[src/hw/rtl/cbm_pkg.sv]
package cbm_pkg;

    // Access kinds on the input tuser
    localparam logic [1:0] KIND_ROM_RD  = 2'd0;
    localparam logic [1:0] KIND_CTRL_WR = 2'd1;
    localparam logic [1:0] KIND_RAM_RD  = 2'd2;
    localparam logic [1:0] KIND_RAM_WR  = 2'd3;

    // Result targets on the output tuser
    localparam logic [2:0] TGT_NONE   = 3'd0;
    localparam logic [2:0] TGT_ROM    = 3'd1;
    localparam logic [2:0] TGT_RAM_RD = 3'd2;
    localparam logic [2:0] TGT_RAM_WR = 3'd3;
    localparam logic [2:0] TGT_DATA   = 3'd4;

    // Configuration register indexes
    localparam logic [1:0] CFG_ROM_BANKS       = 2'd0;
    localparam logic [1:0] CFG_RAM_EIGHT_BANKS = 2'd1;
    localparam logic [1:0] CFG_HAS_CLOCK       = 2'd2;

    // Control write regions, from address bits 14:13 below 0x8000
    localparam logic [1:0] CTRL_RAM_ENABLE = 2'd0;
    localparam logic [1:0] CTRL_ROM_BANK   = 2'd1;
    localparam logic [1:0] CTRL_SELECT     = 2'd2;
    localparam logic [1:0] CTRL_LATCH      = 2'd3;

    // Clock register selects
    localparam logic [7:0] SEL_SECONDS  = 8'h08;
    localparam logic [7:0] SEL_MINUTES  = 8'h09;
    localparam logic [7:0] SEL_HOURS    = 8'h0A;
    localparam logic [7:0] SEL_DAY_LOW  = 8'h0B;
    localparam logic [7:0] SEL_DAY_HIGH = 8'h0C;

    localparam int DEF_MAX_ROM_BANKS = 128;
    localparam int ROM_BANK_BYTES    = 16384;
    localparam int ROM_OFFSET_W      = $clog2(ROM_BANK_BYTES);
    localparam int ROM_BANK_W        = 7;
    localparam int ROM_ADDR_W        = 21;
    localparam int RAM_ADDR_W        = 16;
    localparam int CLOCK_REGS        = 5;

    localparam logic [3:0] RAM_ENABLE_KEY = 4'hA;
    localparam logic [7:0] DAY_HIGH_MASK  = 8'hC1;
    localparam logic [7:0] NO_DATA        = 8'hFF;

    localparam int IN_TDATA_W   = 24;
    localparam int IN_TUSER_W   = 2;
    localparam int OUT_TDATA_W  = 56;
    localparam int OUT_TUSER_W  = 3;

    typedef struct packed {
        logic [1:0]  kind;
        logic [15:0] address;
        logic [7:0]  write_data;
    } t_item;

    typedef struct packed {
        logic [2:0]            target;
        logic [ROM_ADDR_W-1:0] rom_address;
        logic [RAM_ADDR_W-1:0] ram_address;
        logic [7:0]            ram_write_data;
        logic [7:0]            read_data;
        logic                  bank_changed;
    } t_result;

    typedef struct packed {
        logic [7:0] rom_banks;
        logic       ram_eight_banks;
        logic       has_clock;
    } t_cfg;

    // Remainder by 60 of a byte: at most three compare-and-subtract steps
    function automatic logic [7:0] mod60(input logic [7:0] v);
        logic [7:0] r;
        r = v;
        if (r >= 8'd240) r = r - 8'd240;
        if (r >= 8'd120) r = r - 8'd120;
        if (r >= 8'd60)  r = r - 8'd60;
        return r;
    endfunction

    function automatic logic [7:0] mod24(input logic [7:0] v);
        logic [7:0] r;
        r = v;
        if (r >= 8'd192) r = r - 8'd192;
        if (r >= 8'd96)  r = r - 8'd96;
        if (r >= 8'd48)  r = r - 8'd48;
        if (r >= 8'd24)  r = r - 8'd24;
        return r;
    endfunction

endpackage

[src/hw/rtl/cbm_core.sv]
module cbm_core import cbm_pkg::*; #(
    parameter int MAX_ROM_BANKS = DEF_MAX_ROM_BANKS
) (
    input  logic    i_clk,
    input  logic    i_rst_n,
    input  t_cfg    i_cfg,
    input  t_item   i_item,
    input  logic    i_fire,
    output t_result o_result
);

    localparam logic [ROM_BANK_W-1:0] MAX_MASK = ROM_BANK_W'(MAX_ROM_BANKS - 1);

    logic [ROM_BANK_W-1:0] r_rom_bank,   n_rom_bank;
    logic                  r_ram_enable, n_ram_enable;
    logic [7:0]            r_select,     n_select;
    logic                  r_armed,      n_armed;
    logic [7:0]            r_live    [CLOCK_REGS];
    logic [7:0]            n_live    [CLOCK_REGS];
    logic [7:0]            r_latched [CLOCK_REGS];
    logic                  n_do_latch;

    logic [ROM_BANK_W-1:0] rom_mask;
    logic [ROM_BANK_W-1:0] nb_raw;
    logic [ROM_BANK_W-1:0] nb_masked;
    logic [ROM_BANK_W-1:0] nb_final;
    logic [ROM_BANK_W-1:0] rd_bank;
    logic [7:0]            ram_bank_top;
    logic                  in_window;
    logic                  clock_sel;
    logic [2:0]            clk_idx;
    logic [7:0]            latched_rd;
    logic [2:0]            ram_bank;
    logic                  is_read;

    assign rom_mask  = 7'(i_cfg.rom_banks - 8'd1) & MAX_MASK;
    assign nb_raw    = (i_item.write_data[6:0] == '0) ? 7'd1 : i_item.write_data[6:0];
    assign nb_masked = nb_raw & rom_mask;
    assign nb_final  = (nb_masked == '0) ? 7'd1 : nb_masked;
    assign rd_bank   = (i_item.address[15:14] == 2'b00) ? '0 : (r_rom_bank & rom_mask);

    assign ram_bank_top = i_cfg.ram_eight_banks ? 8'h07 : 8'h03;
    assign in_window    = (i_item.address[15:13] == 3'b101);
    assign clock_sel    = i_cfg.has_clock && (r_select >= SEL_SECONDS)
                          && (r_select <= SEL_DAY_HIGH);
    assign clk_idx      = r_select[2:0];
    assign latched_rd   = (clk_idx < 3'(CLOCK_REGS)) ? r_latched[clk_idx] : NO_DATA;
    assign ram_bank     = r_select[2:0] & ram_bank_top[2:0];
    assign is_read      = (i_item.kind == KIND_RAM_RD);

    always_comb begin
        o_result     = '0;
        n_rom_bank   = r_rom_bank;
        n_ram_enable = r_ram_enable;
        n_select     = r_select;
        n_armed      = r_armed;
        n_do_latch   = 1'b0;
        for (int i = 0; i < CLOCK_REGS; i++) n_live[i] = r_live[i];

        case (i_item.kind)
            KIND_ROM_RD: begin
                o_result.target      = TGT_ROM;
                o_result.rom_address = {rd_bank, i_item.address[ROM_OFFSET_W-1:0]};
            end
            KIND_CTRL_WR: begin
                if (!i_item.address[15]) begin
                    unique case (i_item.address[14:13])
                        CTRL_RAM_ENABLE: begin
                            n_ram_enable = (i_item.write_data[3:0] == RAM_ENABLE_KEY);
                        end
                        CTRL_ROM_BANK: begin
                            n_rom_bank            = nb_final;
                            o_result.bank_changed = (nb_final != r_rom_bank);
                        end
                        CTRL_SELECT: begin
                            n_select = i_item.write_data;
                        end
                        CTRL_LATCH: begin
                            if (i_item.write_data == 8'd0) begin
                                n_armed = 1'b1;
                            end else if (i_item.write_data == 8'd1 && r_armed) begin
                                n_armed    = 1'b0;
                                n_do_latch = 1'b1;
                            end
                        end
                        default: ;
                    endcase
                end
            end
            default: begin
                if (!r_ram_enable || !in_window) begin
                    if (is_read) begin
                        o_result.target    = TGT_DATA;
                        o_result.read_data = NO_DATA;
                    end
                end else if (clock_sel) begin
                    if (is_read) begin
                        o_result.target    = TGT_DATA;
                        o_result.read_data = latched_rd;
                    end else begin
                        unique case (r_select)
                            SEL_SECONDS:  n_live[0] = mod60(i_item.write_data);
                            SEL_MINUTES:  n_live[1] = mod60(i_item.write_data);
                            SEL_HOURS:    n_live[2] = mod24(i_item.write_data);
                            SEL_DAY_LOW:  n_live[3] = i_item.write_data;
                            SEL_DAY_HIGH: n_live[4] = i_item.write_data & DAY_HIGH_MASK;
                            default: ;
                        endcase
                    end
                end else if (r_select <= ram_bank_top) begin
                    o_result.target      = is_read ? TGT_RAM_RD : TGT_RAM_WR;
                    o_result.ram_address = {ram_bank, i_item.address[12:0]};
                    if (!is_read) o_result.ram_write_data = i_item.write_data;
                end else if (is_read) begin
                    o_result.target    = TGT_DATA;
                    o_result.read_data = NO_DATA;
                end
            end
        endcase
    end

    always_ff @(posedge i_clk) begin
        if (!i_rst_n) begin
            r_rom_bank   <= 7'd1;
            r_ram_enable <= 1'b0;
            r_select     <= '0;
            r_armed      <= 1'b0;
            for (int i = 0; i < CLOCK_REGS; i++) begin
                r_live[i]    <= '0;
                r_latched[i] <= '0;
            end
        end else if (i_fire) begin
            r_rom_bank   <= n_rom_bank;
            r_ram_enable <= n_ram_enable;
            r_select     <= n_select;
            r_armed      <= n_armed;
            for (int i = 0; i < CLOCK_REGS; i++) begin
                r_live[i] <= n_live[i];
                // The latch copies the clock as it stood before this item
                if (n_do_latch) r_latched[i] <= r_live[i];
            end
        end
    end

endmodule

[src/hw/rtl/cartridge_bank_mapper_rtc.sv]
// Cartridge bank mapper with clock registers. Each input item is one CPU bus
// access (ROM read, control write, external RAM read or write); each gives
// exactly one result item with the physical ROM or RAM address to use, or a
// byte supplied by the mapper itself. One item is taken every cycle while the
// output side keeps up. An item waits in the input register while its
// mapping is worked out, and its result is loaded into the result register
// when the item moves on; the bank, select and clock state change at that
// same edge. A result that waits on the output side holds the input register,
// so the input stalls once both registers are full. Configuration is to be
// written through the plain write port only while no item is in flight; the
// block itself does not enforce this.
module cartridge_bank_mapper_rtc import cbm_pkg::*; #(
    parameter int MAX_ROM_BANKS = DEF_MAX_ROM_BANKS
) (
    input  logic                   i_clk,
    input  logic                   i_rst_n,
    input  logic                   s_axis_tvalid,
    output logic                   s_axis_tready,
    // address[15:0], write_data[23:16]
    input  logic [IN_TDATA_W-1:0]  s_axis_tdata,
    // kind[1:0]
    input  logic [IN_TUSER_W-1:0]  s_axis_tuser,
    output logic                   m_axis_tvalid,
    input  logic                   m_axis_tready,
    // rom_address[20:0], ram_address[36:21], ram_write_data[44:37],
    // read_data[52:45], bank_changed[53], zero[55:54]
    output logic [OUT_TDATA_W-1:0] m_axis_tdata,
    // target[2:0]
    output logic [OUT_TUSER_W-1:0] m_axis_tuser,
    input  logic                   i_cfg_we,
    input  logic [1:0]             i_cfg_index,
    input  logic [7:0]             i_cfg_wdata
);

    t_cfg    r_cfg;
    logic    r_in_valid;
    t_item   r_item;
    logic    r_out_valid;
    t_result r_result;
    t_result core_result;
    logic    advance;

    assign advance       = r_in_valid && (!r_out_valid || m_axis_tready);
    assign s_axis_tready = !r_in_valid || advance;

    always_ff @(posedge i_clk) begin
        if (!i_rst_n) begin
            r_cfg.rom_banks       <= 8'd2;
            r_cfg.ram_eight_banks <= 1'b0;
            r_cfg.has_clock       <= 1'b0;
        end else if (i_cfg_we) begin
            unique case (i_cfg_index)
                CFG_ROM_BANKS:       r_cfg.rom_banks       <= i_cfg_wdata;
                CFG_RAM_EIGHT_BANKS: r_cfg.ram_eight_banks <= i_cfg_wdata[0];
                CFG_HAS_CLOCK:       r_cfg.has_clock       <= i_cfg_wdata[0];
                default: ;
            endcase
        end
    end

    always_ff @(posedge i_clk) begin
        if (!i_rst_n) begin
            r_in_valid <= 1'b0;
        end else if (s_axis_tready) begin
            r_in_valid <= s_axis_tvalid;
        end
    end

    always_ff @(posedge i_clk) begin
        if (s_axis_tvalid && s_axis_tready) begin
            r_item.kind       <= s_axis_tuser[1:0];
            r_item.address    <= s_axis_tdata[15:0];
            r_item.write_data <= s_axis_tdata[23:16];
        end
    end

    cbm_core #(
        .MAX_ROM_BANKS (MAX_ROM_BANKS)
    ) u_core (
        .i_clk    (i_clk),
        .i_rst_n  (i_rst_n),
        .i_cfg    (r_cfg),
        .i_item   (r_item),
        .i_fire   (advance),
        .o_result (core_result)
    );

    always_ff @(posedge i_clk) begin
        if (!i_rst_n) begin
            r_out_valid <= 1'b0;
        end else if (advance) begin
            r_out_valid <= 1'b1;
        end else if (m_axis_tready) begin
            r_out_valid <= 1'b0;
        end
    end

    always_ff @(posedge i_clk) begin
        if (advance) r_result <= core_result;
    end

    assign m_axis_tvalid = r_out_valid;
    assign m_axis_tuser  = r_result.target;
    assign m_axis_tdata  = {2'b00, r_result.bank_changed, r_result.read_data,
                            r_result.ram_write_data, r_result.ram_address,
                            r_result.rom_address};

    // A bank change comes only from a control write, which has no target
    a_bank_change_no_target : assert property (@(posedge i_clk) disable iff (!i_rst_n)
        (m_axis_tvalid && m_axis_tdata[53]) |-> (m_axis_tuser == TGT_NONE))
        else $error("bank change reported with a target");

    // A ROM fetch carries nothing in the RAM and data fields
    a_rom_fields_clean : assert property (@(posedge i_clk) disable iff (!i_rst_n)
        (m_axis_tvalid && m_axis_tuser == TGT_ROM) |-> (m_axis_tdata[53:21] == '0))
        else $error("ROM fetch with stray RAM or data bits");

    // Only a RAM write carries write data
    a_wdata_only_on_write : assert property (@(posedge i_clk) disable iff (!i_rst_n)
        (m_axis_tvalid && m_axis_tuser != TGT_RAM_WR) |-> (m_axis_tdata[44:37] == '0))
        else $error("write data outside a RAM write");

    // The pipeline is empty in the cycle after reset
    a_empty_after_reset : assert property (@(posedge i_clk)
        !i_rst_n |=> !m_axis_tvalid)
        else $error("result valid straight after reset");

endmodule
[config.mk]
export PLATFORM = sky130hd
export DESIGN_NAME = cartridge_bank_mapper_rtc
export DESIGN_NICKNAME = d
export VERILOG_FILES = /design/src/hw/rtl/cbm_pkg.sv /design/src/hw/rtl/cbm_core.sv /design/src/hw/rtl/cartridge_bank_mapper_rtc.sv
export SDC_FILE = /design/constraint.sdc
export NUM_CORES = 1
export LEC_CHECK = 0
export BUFFER_PORTS_ARGS = -buffer_cell sky130_fd_sc_hd__buf_2
export CORE_MARGIN = 1
export CORE_UTILIZATION = 55
export CTS_CLUSTER_DIAMETER = 150
export DETAILED_ROUTE_END_ITERATION = 8
export PLACE_DENSITY = 0.74
export REMOVE_ABC_BUFFERS = 1
export SYNTH_ARGS = -nofsm -noshare
export SYNTH_HDL_FRONTEND = slang
export SYNTH_SLANG_ARGS = --single-unit
[constraint.sdc]
create_clock -name i_clk -period 6 [get_ports i_clk]
set_input_delay 0.6 -clock i_clk [delete_from_list [all_inputs] [get_ports i_clk]]
set_output_delay 0.6 -clock i_clk [all_outputs]
set_load 0.05 [all_outputs]
==> impl_metrics.ini <==
[routing]
postRouteAntennaNets = 0
drt_drc_violations_left = 0
drt-total-wl_um = 15600
detail_route.iter0.violations = 438
drt_pre_antenna_iters = 6
detailroute.via_count = 5086
vias_per_cell = 5.63
route.detailed.wl_per_inst_um = 17.2

[cells_and_area]
fillerInstances = 1008
layout.nets = 762
layout-area-overhead-vs-synth_pct = 15.4
final_util_pct = 65.8
antennaDiodeCount = 0
multi_input_area_um2 = 2600
register_area_um2 = 5220
drive_gt1_share_pct = 23.1
post_layout_inst_area_um2 = 9240

[timing]
fin_crit_ns = 4.14
fin_hold_ws_ns = 0.339
fin_skew_ns = 0.00786
finalCritPeriodShare_pct = 68.9
worst_pin_slew_ns = 1.15
fin_tns_setup_ns = 0
report.final.slew_viol_count = 0
max-slew-margin-rel_pct = 22.9
fmax_mhz = 242
timing.final.setup_violations = 0
hold_violations = 0
unrepaired_setup_endpoints_after_global_routing = false

[worst_setup_path]
timing.critical_path.fanout_max = 13
timing.critical_path.max_delay_family = simple AND/OR/NAND/NOR gates
critPathMaxStageDelay_ns = 0.60
crit_chain = nor2b_1, ha_1, or2b_2, o211ai_1, xnor2_1, ha_1, o21bai_1, nor3_1, nor2_1, ha_1, a311o_1, a311oi_2
worst-path-buf-inv = 0
arrival_time_of_the_worst_setup_path_ns = 4.39
endpoint_kind = flop
critical_path.most_common_cell = ha_1
startpoint_type = flop
crit_path_top_delay_cell = edfxtp_1
criticalPathCategory = flop to flop
timing.critical_path.required_ns = 6.26

[yosys]
synthTopCellsByArea = edfxtp_1, dfxtp_1, and2_1, mux2i_1, nor2_1
synth_top_family_by_area = simple AND/OR/NAND/NOR gates
asyncSetResetFlopFracSynth_pct = 0
synth_simple_gate_area_share_pct = 16.0
area_share_of_fa_ha_maj_cells_after_synthesis_pct = 1.72
synth_compound_area_share_pct = 7.43
count_of_cell_types_in_the_netlist = 66
synth_area_um2 = 8010
synth_top_area_cell = edfxtp_1
count_of_yosys_warnings_during_synthesis = 0
synth_enable_flop_cells = 153
yosys-mux-area-fraction_pct = 5.39
synth_top_flop_cell = edfxtp_1
synth_cells = 612
synthXorXnorAreaFrac_pct = 1.75
yosysMostFrequentCell = edfxtp_1
avgSynthCellArea_um2 = 13.1
ys_seq_elements = 184
synth-seq-area-share_pct = 65.1
synth_top_area_share_pct = 57.3
synth_commonest_cells = edfxtp_1, and2_1, nor2_1

[power_and_ir_drop]
power.leakage_uw = 0.00360
max-vdd-ir-drop_mv = 0.190
power_density_nw_per_um2 = 307

[min_path]
hold_path_class = primary input to flop

[grt]
antenna_found_initial = 0
grt_max_degree = 64
wire_length_of_the_first_global_routing_pass_um = 24500
vias_in_the_first_global_route = 4931
grt_overflow = 0
grtUsageTotal_pct = 22.1

[place]
buffer_ports.inserted = 98
post_dp_cell_area_um2 = 8650
global_placement_routability_congestion = 0.888
detailedPlacementHpwl_um = 10600

[clock_network]
tritoncts_num_sinks = 184
cts_repair_resize_count = 0
post_cts.repair.setup_buffers = 0
ctsLongestPathBuffers = 2
clk_pin_slew_ns = 0.07
h_tree_depth = 4
ctsRootBufferMaster = clkbuf_16
clk_latency_ns = 0.43
hold_buffers = 0
cts_tree = built
cts-buffers-inserted = 17

[die]
fp.dieW_um = 123
floorplan.initialDensity_pct = 57.1
design.portCount = 102
floorplan.core_area_um2 = 14000
fp.dieArea_um2 = 15100
die_y_um = 123
rows = 43

[run_status]
run_status = completed

[job]
maxCapViolations = 0
[report_power, final]
group          total [uW]  internal, uW  switching, uW
combinational         259          77.9            182
clock                1110           624            486
sequential           1460          1440           27.6
[through the flow]
step / setup slack, ns / instances / total power, uW
finish: 1.86 / 903 / 2830
global placement: 2.20 / 871 / 1740
CTS: 1.90 / 903 / 2860
detailed placement: 1.92 / 871 / 1750
global route: 1.64 / 903 / 2930
floorplan: 0.511 / 584 / 1670
[registers in the layout (all words and copies together) (netlist names), 3 cells and up, named ones only]
signal and count:
u_core.r_live 35, u_core.r_select 8, r_cfg 9, r_item 26
u_core.r_latched 35, u_core.r_rom_bank 7, m_axis_tuser 3, m_axis_tdata 54
[layout by cell type, fill, tap and decap left out, drive strengths merged, types with 9 or more instances in the layout]
master,netlist,layout
dfxtp,31,31
and2,66,66
nand2,31,31
buf,13,107
nor2,54,54
inv,10,15
nor3,13,13
clkbuf,16,17
a21oi,29,29
mux2i,24,24
clkinv,2,9
nand3,17,17
and3,18,18
edfxtp,153,153
o21ai,21,21
ha,11,11
[cell type report]
cell class                      instances  area share, %
Multi-Input combinational cell        388           28.2
Inverter                               12          0.487
Clock buffer                           17           4.60
Timing Repair Buffer                  107           6.04
Clock inverter                         15           1.84
Tap cell                              180           2.44
Sequential cell                       184           56.4
[worst paths after layout]
| kind | from | endpoint | slack [ns] | cells after the start |
|---|---|---|---|---|
| hold / removal | s_axis_tdata[10] | r_item[18] | 0.34 | 1 |
| setup / recovery | r_item[6] | u_core.r_live[0][23] | 1.86 | 12 |
| setup reg to reg | r_item[6] | u_core.r_live[0][23] | 1.86 | 12 |
| hold reg to reg | u_core.r_select[5] | u_core.r_select[5] | 0.47 | 2 |
[cells by family (layout without fill, tap and decap cells)]
| logic type | Yosys count | in the layout |
|---|---|---|
| buffers and inverters | 41 | 151 |
| xor gates and xnor gates | 16 | 16 |
| other | 1 | 2 |
| and+or+nand+nor | 239 | 239 |
| AOI/OAI and AO/OA | 87 | 87 |
| adders and majority gates | 11 | 11 |
| muxes | 33 | 33 |
| DFF | 184 | 184 |
[per-layer routing]
metal	vias up	global-route usage [%]	share of wire, %
met5	-	0	0
met2	163	37.5	51
met4	0	9.98	2.1
li1	2440	-	-
met1	2446	27.1	42
met3	37	4.41	4.8
No activity file was read; power rests on OpenSTA's default activity.
